`src/rtl/beq_pkg.sv`:
```
// Shared types and constants for the button event qualifier.
package beq_pkg;

   // Button codes carried in the result word.
   localparam logic [2:0] CODE_NONE     = 3'd0;
   localparam logic [2:0] CODE_BUTTON1  = 3'd1;
   localparam logic [2:0] CODE_BUTTON2  = 3'd2;
   localparam logic [2:0] CODE_BUTTON3  = 3'd3;
   localparam logic [2:0] CODE_BUTTON4  = 3'd4;
   localparam logic [2:0] CODE_EXTERNAL = 3'd5;

   // Interrupt channels that carry buttons.
   localparam logic [3:0] CH_BUTTON1  = 4'd9;
   localparam logic [3:0] CH_BUTTON2  = 4'd4;
   localparam logic [3:0] CH_BUTTON3  = 4'd6;
   localparam logic [3:0] CH_BUTTON4  = 4'd7;
   localparam logic [3:0] CH_EXTERNAL = 4'd5;

   // System modes; the unused code behaves as normal mode.
   localparam logic [1:0] MODE_NORMAL     = 2'd0;
   localparam logic [1:0] MODE_POWER_UP   = 2'd1;
   localparam logic [1:0] MODE_POWER_DOWN = 2'd2;

   // Configuration register indexes.
   localparam logic [1:0] REG_DEBOUNCE    = 2'd0;
   localparam logic [1:0] REG_CLICK_WIN   = 2'd1;
   localparam logic [1:0] REG_WAKE_CLICKS = 2'd2;

   // Configuration reset values.
   localparam logic [15:0] DEBOUNCE_RESET    = 16'd50;
   localparam logic [15:0] CLICK_WIN_RESET   = 16'd500;
   localparam logic [3:0]  WAKE_CLICKS_RESET = 4'd3;

   // Saturation limit of the click counter.
   localparam logic [3:0] CLICK_MAX = 4'd15;

   typedef struct packed {
      logic [15:0] debounce_interval;
      logic [15:0] quick_click_window;
      logic [3:0]  wake_click_count;
   } cfg_type;

   typedef struct packed {
      logic [1:0]  system_mode;
      logic [31:0] now_ms;
      logic [3:0]  event_channel;
   } event_type;

   typedef struct packed {
      logic       hold_timer_stop;
      logic       hold_timer_start;
      logic [2:0] button_code;
   } result_type;

   // Scalar qualifier state shared by all channels.
   typedef struct packed {
      logic [31:0] last_accept_ms;
      logic [31:0] last_click_ms;
      logic [3:0]  click_count;
      logic        external_held;
   } qual_state_type;

endpackage

```
`src/rtl/beq_decide.sv`:
```
// Combinational qualification of one event word against the current state.
module beq_decide (
   input  beq_pkg::cfg_type        cfg,
   input  beq_pkg::event_type      evt,
   input  logic                    pressed,
   input  beq_pkg::qual_state_type state_cur,
   output beq_pkg::qual_state_type state_next,
   output logic                    handled,
   output beq_pkg::result_type     result
);

   logic [2:0]  cand;
   logic [31:0] accept_age;
   logic [31:0] click_age;
   logic        debounce_ok;
   logic        quick_click;
   logic [3:0]  click_bumped;

   // Map the channel to its candidate button code.
   always_comb begin
      case (evt.event_channel)
         beq_pkg::CH_BUTTON1:  cand = beq_pkg::CODE_BUTTON1;
         beq_pkg::CH_BUTTON2:  cand = beq_pkg::CODE_BUTTON2;
         beq_pkg::CH_BUTTON3:  cand = beq_pkg::CODE_BUTTON3;
         beq_pkg::CH_BUTTON4:  cand = beq_pkg::CODE_BUTTON4;
         beq_pkg::CH_EXTERNAL: cand = beq_pkg::CODE_EXTERNAL;
         default:              cand = beq_pkg::CODE_NONE;
      endcase
   end

   // Elapsed times, taken modulo 2^32.
   assign accept_age  = evt.now_ms - state_cur.last_accept_ms;
   assign click_age   = evt.now_ms - state_cur.last_click_ms;
   assign debounce_ok = accept_age > {16'd0, cfg.debounce_interval};
   assign quick_click = click_age < {16'd0, cfg.quick_click_window};
   assign handled     = (cand != beq_pkg::CODE_NONE);

   // Power-down click count: 1 past the window, else +1 up to the limit.
   always_comb begin
      if (!quick_click) begin
         click_bumped = 4'd1;
      end else if (state_cur.click_count < beq_pkg::CLICK_MAX) begin
         click_bumped = state_cur.click_count + 4'd1;
      end else begin
         click_bumped = state_cur.click_count;
      end
   end

   // Decide the result word and the state update.
   always_comb begin
      state_next = state_cur;
      result     = '0;
      if (handled) begin
         if (cand != beq_pkg::CODE_EXTERNAL) begin
            if (pressed && debounce_ok) begin
               result.button_code        = cand;
               state_next.last_accept_ms = evt.now_ms;
            end
         end else if (evt.system_mode == beq_pkg::MODE_POWER_UP) begin
            // The external button is ignored while powering up.
         end else if (evt.system_mode == beq_pkg::MODE_POWER_DOWN) begin
            if (pressed) begin
               state_next.last_click_ms = evt.now_ms;
               if (click_bumped >= cfg.wake_click_count) begin
                  state_next.click_count = 4'd0;
                  if (debounce_ok) begin
                     result.button_code        = beq_pkg::CODE_EXTERNAL;
                     state_next.last_accept_ms = evt.now_ms;
                  end
               end else begin
                  state_next.click_count = click_bumped;
               end
            end
         end else begin
            // Normal mode: press starts the hold timer, release stops it.
            if (pressed) begin
               if (!state_cur.external_held) begin
                  state_next.external_held = 1'b1;
                  result.hold_timer_start  = 1'b1;
               end
            end else begin
               state_next.external_held = 1'b0;
               result.hold_timer_stop   = 1'b1;
               if (debounce_ok) begin
                  result.button_code        = beq_pkg::CODE_EXTERNAL;
                  state_next.last_accept_ms = evt.now_ms;
               end
            end
         end
      end
   end

endmodule

```
`src/rtl/button_event_qualifier.sv`:
```
// Top level of the button event qualifier: registers, handshakes and config.
// A request word is held in the input register, then its response word in the response register.
// Throughput: one word per cycle while the receiver takes responses; the decision logic
// between the input register and the response register keeps all state in one clock.
// Reset: synchronous and active high; all sense bits return to detect-low,
// timestamps, click count and hold flag clear, registers take their defaults.
module button_event_qualifier #(
   parameter int CHANNELS = 16
) (
   input  logic        clock,
   input  logic        reset,
   // Request: event_channel[3:0], now_ms[35:4], system_mode[37:36], zero pad.
   input  logic        req_tvalid,
   output logic        req_tready,
   input  logic [39:0] req_tdata,
   // Response: button_code[2:0], hold_timer_start[3], hold_timer_stop[4], pad.
   output logic        rsp_tvalid,
   input  logic        rsp_tready,
   output logic [7:0]  rsp_tdata,
   input  logic        csr_wr_en,
   input  logic [1:0]  csr_index,
   input  logic [15:0] csr_wdata
);

   beq_pkg::cfg_type        cfg_ff, cfg_in;
   beq_pkg::event_type      evt_ff;
   logic                    evt_valid_ff;
   beq_pkg::qual_state_type state_ff, state_in;
   logic [CHANNELS-1:0]     sense_ff;
   logic [CHANNELS-1:0]     hit;
   beq_pkg::result_type     rsp_ff, result;
   logic                    rsp_valid_ff;
   logic                    rsp_free;
   logic                    load;
   logic                    pressed;
   logic                    handled;

   // Handshake: the input register moves on whenever the response slot frees.
   assign rsp_free   = !rsp_valid_ff || rsp_tready;
   assign load       = evt_valid_ff && rsp_free;
   assign req_tready = !evt_valid_ff || rsp_free;
   assign rsp_tvalid = rsp_valid_ff;
   assign rsp_tdata  = {3'd0, rsp_ff};

   // One-hot select of the event channel among the sense bits.
   always_comb begin
      for (int i = 0; i < CHANNELS; i++) begin
         hit[i] = ({28'd0, evt_ff.event_channel} == 32'(i));
      end
   end
   assign pressed = |(sense_ff & hit);

   beq_decide u_decide (
      .cfg        (cfg_ff),
      .evt        (evt_ff),
      .pressed    (pressed),
      .state_cur  (state_ff),
      .state_next (state_in),
      .handled    (handled),
      .result     (result)
   );

   // Configuration register decode.
   always_comb begin
      cfg_in = cfg_ff;
      if (csr_wr_en) begin
         unique case (csr_index)
            beq_pkg::REG_DEBOUNCE:    cfg_in.debounce_interval  = csr_wdata;
            beq_pkg::REG_CLICK_WIN:   cfg_in.quick_click_window = csr_wdata;
            beq_pkg::REG_WAKE_CLICKS: cfg_in.wake_click_count   = csr_wdata[3:0];
            default:                  cfg_in = cfg_ff;
         endcase
      end
   end

   // Control and state registers.
   always_ff @(posedge clock) begin
      if (reset) begin
         cfg_ff.debounce_interval  <= beq_pkg::DEBOUNCE_RESET;
         cfg_ff.quick_click_window <= beq_pkg::CLICK_WIN_RESET;
         cfg_ff.wake_click_count   <= beq_pkg::WAKE_CLICKS_RESET;
         evt_valid_ff              <= 1'b0;
         rsp_valid_ff              <= 1'b0;
         state_ff                  <= '0;
         sense_ff                  <= '1;
      end else begin
         cfg_ff <= cfg_in;
         if (req_tready) begin
            evt_valid_ff <= req_tvalid;
         end
         if (rsp_free) begin
            rsp_valid_ff <= evt_valid_ff;
         end
         if (load) begin
            state_ff <= state_in;
            if (handled) begin
               sense_ff <= sense_ff ^ hit;
            end
         end
      end
   end

   // Payload registers.
   always_ff @(posedge clock) begin
      if (req_tready && req_tvalid) begin
         evt_ff <= req_tdata[37:0];
      end
      if (load) begin
         rsp_ff <= result;
      end
   end

   // A response never starts and stops the hold timer at once.
   assert property (@(posedge clock) disable iff (reset)
      rsp_tvalid |-> !(rsp_ff.hold_timer_start && rsp_ff.hold_timer_stop))
      else $error("hold timer start and stop in one word");

   // A start pulse leaves the external button marked as held.
   assert property (@(posedge clock) disable iff (reset)
      (load && result.hold_timer_start) |=> state_ff.external_held)
      else $error("start pulse without held flag");

   // A stop pulse clears the held flag.
   assert property (@(posedge clock) disable iff (reset)
      (load && result.hold_timer_stop) |=> !state_ff.external_held)
      else $error("stop pulse left held flag set");

   // An emitted code records its timestamp for the debounce check.
   assert property (@(posedge clock) disable iff (reset)
      (load && result.button_code != beq_pkg::CODE_NONE)
         |=> state_ff.last_accept_ms == $past(evt_ff.now_ms))
      else $error("accepted code did not update debounce time");

endmodule

```
`config.mk`:
```
export PLATFORM = sky130hd
export DESIGN_NAME = button_event_qualifier
export DESIGN_NICKNAME = d
export VERILOG_FILES = /design/src/rtl/beq_pkg.sv /design/src/rtl/beq_decide.sv /design/src/rtl/button_event_qualifier.sv
export SDC_FILE = /design/constraint.sdc
export NUM_CORES = 1
export LEC_CHECK = 0
export ABC_CLOCK_PERIOD_IN_PS = 7000
export BUFFER_PORTS_ARGS = -buffer_cell sky130_fd_sc_hd__buf_2
export CORE_MARGIN = 2
export CORE_UTILIZATION = 60
export DETAILED_ROUTE_END_ITERATION = 6
export PLACE_DENSITY = 0.79
export SKIP_CTS_REPAIR_TIMING = 1
export SLEW_MARGIN = 20
export SYNTH_ARGS = -nofsm -noshare
export SYNTH_HDL_FRONTEND = slang
export SYNTH_SLANG_ARGS = --single-unit
export TNS_END_PERCENT = 1
```
`constraint.sdc`:
```
create_clock -name clock -period 7 [get_ports clock]
set_input_delay 0 -clock clock [delete_from_list [all_inputs] [get_ports clock]]
set_output_delay 0 -clock clock [all_outputs]
set_load 0.02 [all_outputs]
```
==> results.py, run 1 <==
metrics = {
    "worst_setup_path": {
        "r2r-end": "state_ff[60]",
        "criticalPathCategory": "reg2reg",
        "endpoint_kind": "flop",
        "rr_startpoint": "evt_ff[7]",
        "crit_path_max_incr_delay_ns": 0.52,
        "crit_path_max_fanout": 12,
        "cp_slowest_cell": "or4_4",
        "rr_worst_depth": 30,
        "crit_required_ns": 7.32,
        "crit_path_start_kind": "flop",
        "r2r_slack_ns": 0.35,
        "cp.arrival_ns": 6.96,
        "crit_path_frequent_cell": "a21o_1",
    },
    "power_and_ir_drop": {
        "p_total_mw": 2.42,
        "leakagePower_nw": 5.07,
        "p_int_mw": 1.72,
        "ir_worst_vdd_uv": 180,
        "p_sw_uw": 693,
        "p_clk_frac": 0.370,
        "pwr-share-seq": 0.432,
        "p_comb_frac": 0.198,
        "power.density_nw_per_um2": 191,
        "swShare": 0.287,
    },
    "synth": {
        "synthTopCellsByArea": "dfxtp_1 (23%), ha_1 (14%), edfxtp_1 (12%)",
        "synth_edf_count": 43,
        "yosysWarnings": 0,
        "synth.most_common_cell": "nand2_1",
        "synth_top_cell_by_area": "dfxtp_1",
        "yosysTopAreaCellShare": 0.229,
        "yosysUniqueCellTypes": 68,
        "synthFlopType": "dfxtp_1",
        "syn-cell-area_sq_um": 10700,
        "synth-async-reset-ratio": 0,
        "yosys_register_bits": 166,
        "ys_seq_area_frac": 0.350,
        "avgSynthCellArea_sq_um": 8.35,
        "synth_commonest_cells": "nand2_1 (197), a21oi_1 (125), dfxtp_1 (123)",
        "netlist_instances": 1285,
    },
    "global_route": {
        "globalRouteOverflowTotal": 0,
        "grt_usage": 0.282,
        "grt_pass1_vias": 8629,
        "gr-usage-met3": 0.0449,
        "antenna_found_initial": 0,
        "grt_pass1_wl_mm": 41.9,
        "grt.busiest_layer": "met2",
        "use_met1": 0.361,
        "use_met2": 0.465,
        "grt_max_degree": 96,
    },
    "clocking": {
        "path_clk_slew_ns": 0.07,
        "cts_tree": "yes",
        "htree_levels": 4,
        "cts_buffer_depth": 2,
        "clkSinkCount": 166,
        "cts_buffers": 17,
        "ctsRootBufferMaster": "clkbuf_16",
        "insertion_delay_ns": 0.44,
    },
    "timing": {
        "slew_headroom": 0.311,
        "worstMarginPinSlew_ns": 1.03,
        "final_hold_viol_count": 0,
        "slew_violations": 0,
        "period_minus_slack_ns": 6.65,
        "setup_viol_count_final": 0,
        "fin_crit_sh": 0.949,
        "skew_ns": 0.0124,
        "rsz0062_at_grt": "no",
        "fmax_mhz": 150,
        "whs_ns": 0.000549,
    },
    "route": {
        "drtIter0Drc": 643,
        "drc_errors": 0,
        "wl_mm": 27.5,
        "drtAntennaViolNets": 0,
        "wire_per_inst_um": 16.7,
        "vias_per_cell": 5.89,
        "num_vias": 9699,
        "dr.pass1.iters": 5,
    },
    "floorplan": {
        "row_count": 48,
        "dieArea_sq_um": 19000,
        "die_w_um": 138,
        "ioPinCount": 73,
        "start_util": 0.616,
        "die_y_um": 138,
        "core_area_sq_um": 17400,
    },
    "cells_and_area": {
        "n_antenna_cell": 0,
        "fin_nets": 1589,
        "final_cells": 1646,
        "final_area_sq_um": 12700,
        "nFillCells": 1344,
        "areaGrowthSynthToFinish_pct": 18.0,
        "drive_gt1_frac": 0.113,
    },
    "placement": {
        "routabilityCongestion": 0.941,
        "io_buffers": 67,
        "placed_cell_area_sq_um": 11400,
        "placed_cells": 1555,
        "hpwl_mm": 19.3,
    },
    "status": {
        "status": "finished, final reports clean",
    },
    "flow_run": {
        "maxCapViolations": 0,
    },
    "worst_hold_path": {
        "hold_end": "cfg_ff[26]",
        "hp-class": "in2reg",
        "min_path_cells": 4,
        "hp-start": "csr_index[1]",
    },
}
[area by class of cell]
cell class	instances	area, sq um	area share
Timing Repair Buffer	153	1140	0.0903
Clock inverter	9	65.1	0.00514
Inverter	119	447	0.0353
Tap cell	225	282	0.0222
Multi-Input combinational cell	951	6480	0.512
Sequential cell	166	3750	0.296
Clock buffer	23	489	0.0386
[through the flow]
stage / setup WS (ns) / util / setup TNS (ns)
after floorplan: 0.597 / - / 0
after global placement: 0.135 / 0.654 / 0
after detailed placement: -0.0273 / 0.654 / -0.348
after CTS: -0.137 / 0.686 / -3.26
after global routing: 0.0217 / 0.727 / 0
final: 0.355 / 0.727 / 0
[worst max-delay path by stage]
| stage | start | endpoint | cells after the start |
|---|---|---|---|
| 6_report | evt_ff[7] | state_ff[60] | 30 |
| 4_1_cts | evt_ff[4] | state_ff[60] | 32 |
| 5_1_grt | evt_ff[10] | state_ff[42] | 30 |
| 3_5_place_dp | evt_ff[5] | state_ff[60] | 30 |
| 2_1_floorplan | evt_ff[7] | state_ff[37] | 31 |
| 3_3_place_gp | evt_ff[5] | state_ff[44] | 30 |
[power groups by stage]
stage | Clock (mW) | Sequential, mW | Combinational (mW)
6_report | 0.894 | 1.04 | 0.479
5_1_grt | 0.936 | 1.05 | 0.530
4_1_cts | 0.903 | 1.04 | 0.438
3_5_place_dp | 0 | 1.06 | 0.432
3_3_place_gp | 0 | 1.06 | 0.423
2_1_floorplan | 0 | 1.06 | 0.313
[critical path, delay by kind of cell (launching register included)]
| kind | cells | cell delay, ns |
|---|---|---|
| compound gates | 19 | 3.82 |
| xor+xnor | 1 | 0.15 |
| fa+ha+maj | 3 | 0.88 |
| buf+inv | 1 | 0.23 |
| flops | 1 | 0.41 |
| simple gates | 6 | 1.04 |
[cell families after synthesis]
family,Yosys count,share of synthesized area
mux,8,0.00758
compound gates,343,0.211
buf+inv,170,0.0606
flops,166,0.350
fa+ha+maj,118,0.139
xor+xnor,49,0.0400
simple gates,430,0.192
other cells,1,0.000349
[registers in the layout (all words and copies together) (netlist names)]
signal and count:
state_ff 69, evt_ff 38, cfg_ff 36, sense_ff 16
rsp_tdata 5, evt_valid_ff 1, rsp_tvalid 1
[layer usage]
metal | vias up | wire length [um]
met2 | 301 | 12800
met5 | - | 0
met1 | 4513 | 12200
met3 | 79 | 1450
met4 | 0 | 1120
li1 | 4806 | -
[cells in the final DEF, fill, tap and decap left out, types with 12 or more instances in the layout]
cell | netlist | layout
a21oi_1 | 125 | 121
nor2_1 | 72 | 71
dlygate4sd3_1 | 0 | 57
a21o_1 | 29 | 29
nand3_1 | 16 | 16
nand3b_1 | 20 | 20
nor3_1 | 20 | 18
xnor2_1 | 29 | 29
clkbuf_16 | 0 | 18
nand4_1 | 16 | 16
edfxtp_1 | 43 | 43
nand2_1 | 197 | 197
inv_1 | 119 | 119
dfxtp_1 | 123 | 123
buf_2 | 1 | 67
nand2b_1 | 15 | 15
xor2_1 | 20 | 20
buf_4 | 3 | 26
a22o_1 | 31 | 31
o21ai_0 | 44 | 41
a211o_1 | 12 | 12
ha_1 | 116 | 113
No activity file was read; power rests on OpenSTA's default activity.
==> inputs of run 2 (changes only) <==
--- a/config.mk
+++ b/config.mk
@@ -7,10 +7,8 @@
 export LEC_CHECK = 0
 export ABC_CLOCK_PERIOD_IN_PS = 7000
 export BUFFER_PORTS_ARGS = -buffer_cell sky130_fd_sc_hd__buf_2
-export CORE_MARGIN = 2
-export CORE_UTILIZATION = 60
+export CORE_UTILIZATION = 25
 export DETAILED_ROUTE_END_ITERATION = 6
-export PLACE_DENSITY = 0.79
 export SKIP_CTS_REPAIR_TIMING = 1
 export SLEW_MARGIN = 20
 export SYNTH_ARGS = -nofsm -noshare
==> results.py, run 2 (synthesis results as in run 1) <==
metrics = {
    "status": {
        "status": "complete, but fails checks",
        "violations": "hold timing",
    },
    "worst_setup_path": {
        "cp_slowest_cell": "or4_4",
        "endpoint_kind": "flop",
        "r2r_slack_ns": 0.40,
        "crit_path_frequent_cell": "a21o_1",
        "rr_worst_depth": 30,
        "crit_path_max_incr_delay_ns": 0.46,
        "crit_path_start_kind": "flop",
        "crit_path_max_fanout": 15,
        "criticalPathCategory": "reg2reg",
        "crit_required_ns": 7.37,
        "cp.arrival_ns": 6.97,
    },
    "timing": {
        "fin_crit_sh": 0.942,
        "slew_headroom": 0.436,
        "worstMarginPinSlew_ns": 0.825,
        "slew_violations": 0,
        "fmax_mhz": 152,
        "period_minus_slack_ns": 6.60,
        "setup_viol_count_final": 0,
        "setup_ws_ns": 0.404,
        "final_hold_viol_count": 5,
        "whs_ns": -0.00863,
        "skew_ns": 0.0184,
    },
    "clocking": {
        "insertion_delay_ns": 0.44,
        "ctsRootBufferMaster": "clkbuf_16",
        "path_clk_slew_ns": 0.08,
        "cts_buffers": 17,
        "clkSinkCount": 166,
        "cts_buffer_depth": 2,
        "htree_levels": 4,
        "cts_tree": "yes",
    },
    "floorplan": {
        "row_count": 75,
        "dieArea_sq_um": 43800,
        "start_util": 0.255,
        "core_area_sq_um": 42100,
        "ioPinCount": 73,
        "die_y_um": 209,
        "die_w_um": 209,
    },
    "power_and_ir_drop": {
        "power.density_nw_per_um2": 189,
        "ir_worst_vdd_uv": 144,
        "p_sw_uw": 707,
        "p_clk_frac": 0.388,
        "p_comb_frac": 0.194,
        "leakagePower_nw": 5.14,
        "swShare": 0.283,
        "p_total_mw": 2.50,
        "pwr-share-seq": 0.418,
        "p_int_mw": 1.79,
    },
    "global_route": {
        "globalRouteOverflowTotal": 0,
        "grt_max_degree": 59,
        "grt_pass1_wl_mm": 46.1,
        "grt_pass1_vias": 8796,
        "antenna_found_initial": 0,
        "grt_usage": 0.133,
    },
    "route": {
        "wl_mm": 30.0,
        "drtAntennaViolNets": 0,
        "drc_errors": 0,
        "drtIter0Drc": 667,
        "wire_per_inst_um": 15.3,
        "num_vias": 9664,
        "vias_per_cell": 4.92,
        "dr.pass1.iters": 5,
    },
    "worst_hold_path": {
        "hp-class": "in2reg",
        "min_path_cells": 4,
    },
    "placement": {
        "io_buffers": 67,
        "routabilityCongestion": 0.895,
        "dp_slack_ns": -0.0500,
        "hpwl_mm": 22.2,
    },
    "cells_and_area": {
        "largest_reg_flops": 69,
        "drive_gt1_frac": 0.119,
        "areaGrowthSynthToFinish_pct": 22.9,
        "top_regs": "state_ff (69), evt_ff (38), cfg_ff (36)",
        "final_cell_mix": "nand2_1 (197), dfxtp_1 (123), a21oi_1 (120)",
        "n_antenna_cell": 0,
        "fin_nets": 1594,
        "regMostFlops": "state_ff",
        "final_common_cell": "nand2_1",
    },
    "flow_run": {
        "maxCapViolations": 0,
    },
}
[run 2: cell types whose count changed in the layout (fill, tap and decap cells not counted), sizes merged]
| cell | delta |
|---|---|
| dlygate4sd3 | +2 |
| inv | -2 |
| buf | +1 |
| bufinv | +1 |
| clkbuf | +3 |
[run 2: final timing paths]
check                                  start      endpoint
worst min register to register  state_ff[10]  state_ff[10]
worst max-delay path              evt_ff[13]  state_ff[65]
worst min-delay path            csr_index[1]    cfg_ff[32]
worst max register to register    evt_ff[13]  state_ff[65]
[run 2: cell type report]
type / instances / area (sq um)
Sequential cell: 166 / 3750
Fill cell: 4385 / 28900
Inverter: 119 / 447
Timing Repair Buffer: 158 / 1220
Clock inverter: 8 / 83.8
Multi-Input combinational cell: 951 / 6480
Tap cell: 539 / 674
Clock buffer: 24 / 523
[run 2: layer usage]
metal  track usage  vias to the layer above  routed length [um]
li1              -                     4819                   -
met4        0.0352                        0                 355
met2         0.221                      205               14000
met3        0.0263                       22                1360
met5             0                        -                   0
met1         0.175                     4618               14200
[run 2: stage by stage]
step | utilization | hold slack [ns] | area (sq um) | TNS, ns | cells
after floorplan | - | 0.0989 | 10700 | 0 | 1287
after global placement | 0.280 | 0.179 | 11800 | 0 | 1871
after detailed placement | 0.280 | 0.178 | 11800 | -1.32 | 1871
after CTS | 0.295 | -0.283 | 12400 | -2.68 | 1903
after global routing | 0.313 | 0.00389 | 13200 | -0.0646 | 1965
final | 0.313 | -0.00863 | 13200 | 0 | 1965
[run 2: worst max-delay path, delay by kind of cell (launching register included)]
family | cells | cell delay [ns]
flip-flops | 1 | 0.40
adder cells (fa/ha/maj) | 3 | 0.92
buffers and inverters | 2 | 0.40
XOR/XNOR | 1 | 0.13
AND/OR/NAND/NOR | 8 | 1.50
AO/OA/AOI/OAI | 16 | 3.18
[run 2: power groups by stage]
stage	Sequential, mW	Clock (mW)	Combinational (mW)
after floorplan	1.06	0	0.313
after global placement	1.06	0	0.434
after detailed placement	1.06	0	0.442
after CTS	1.04	0.988	0.446
after global routing	1.05	1.04	0.540
final	1.04	0.970	0.484
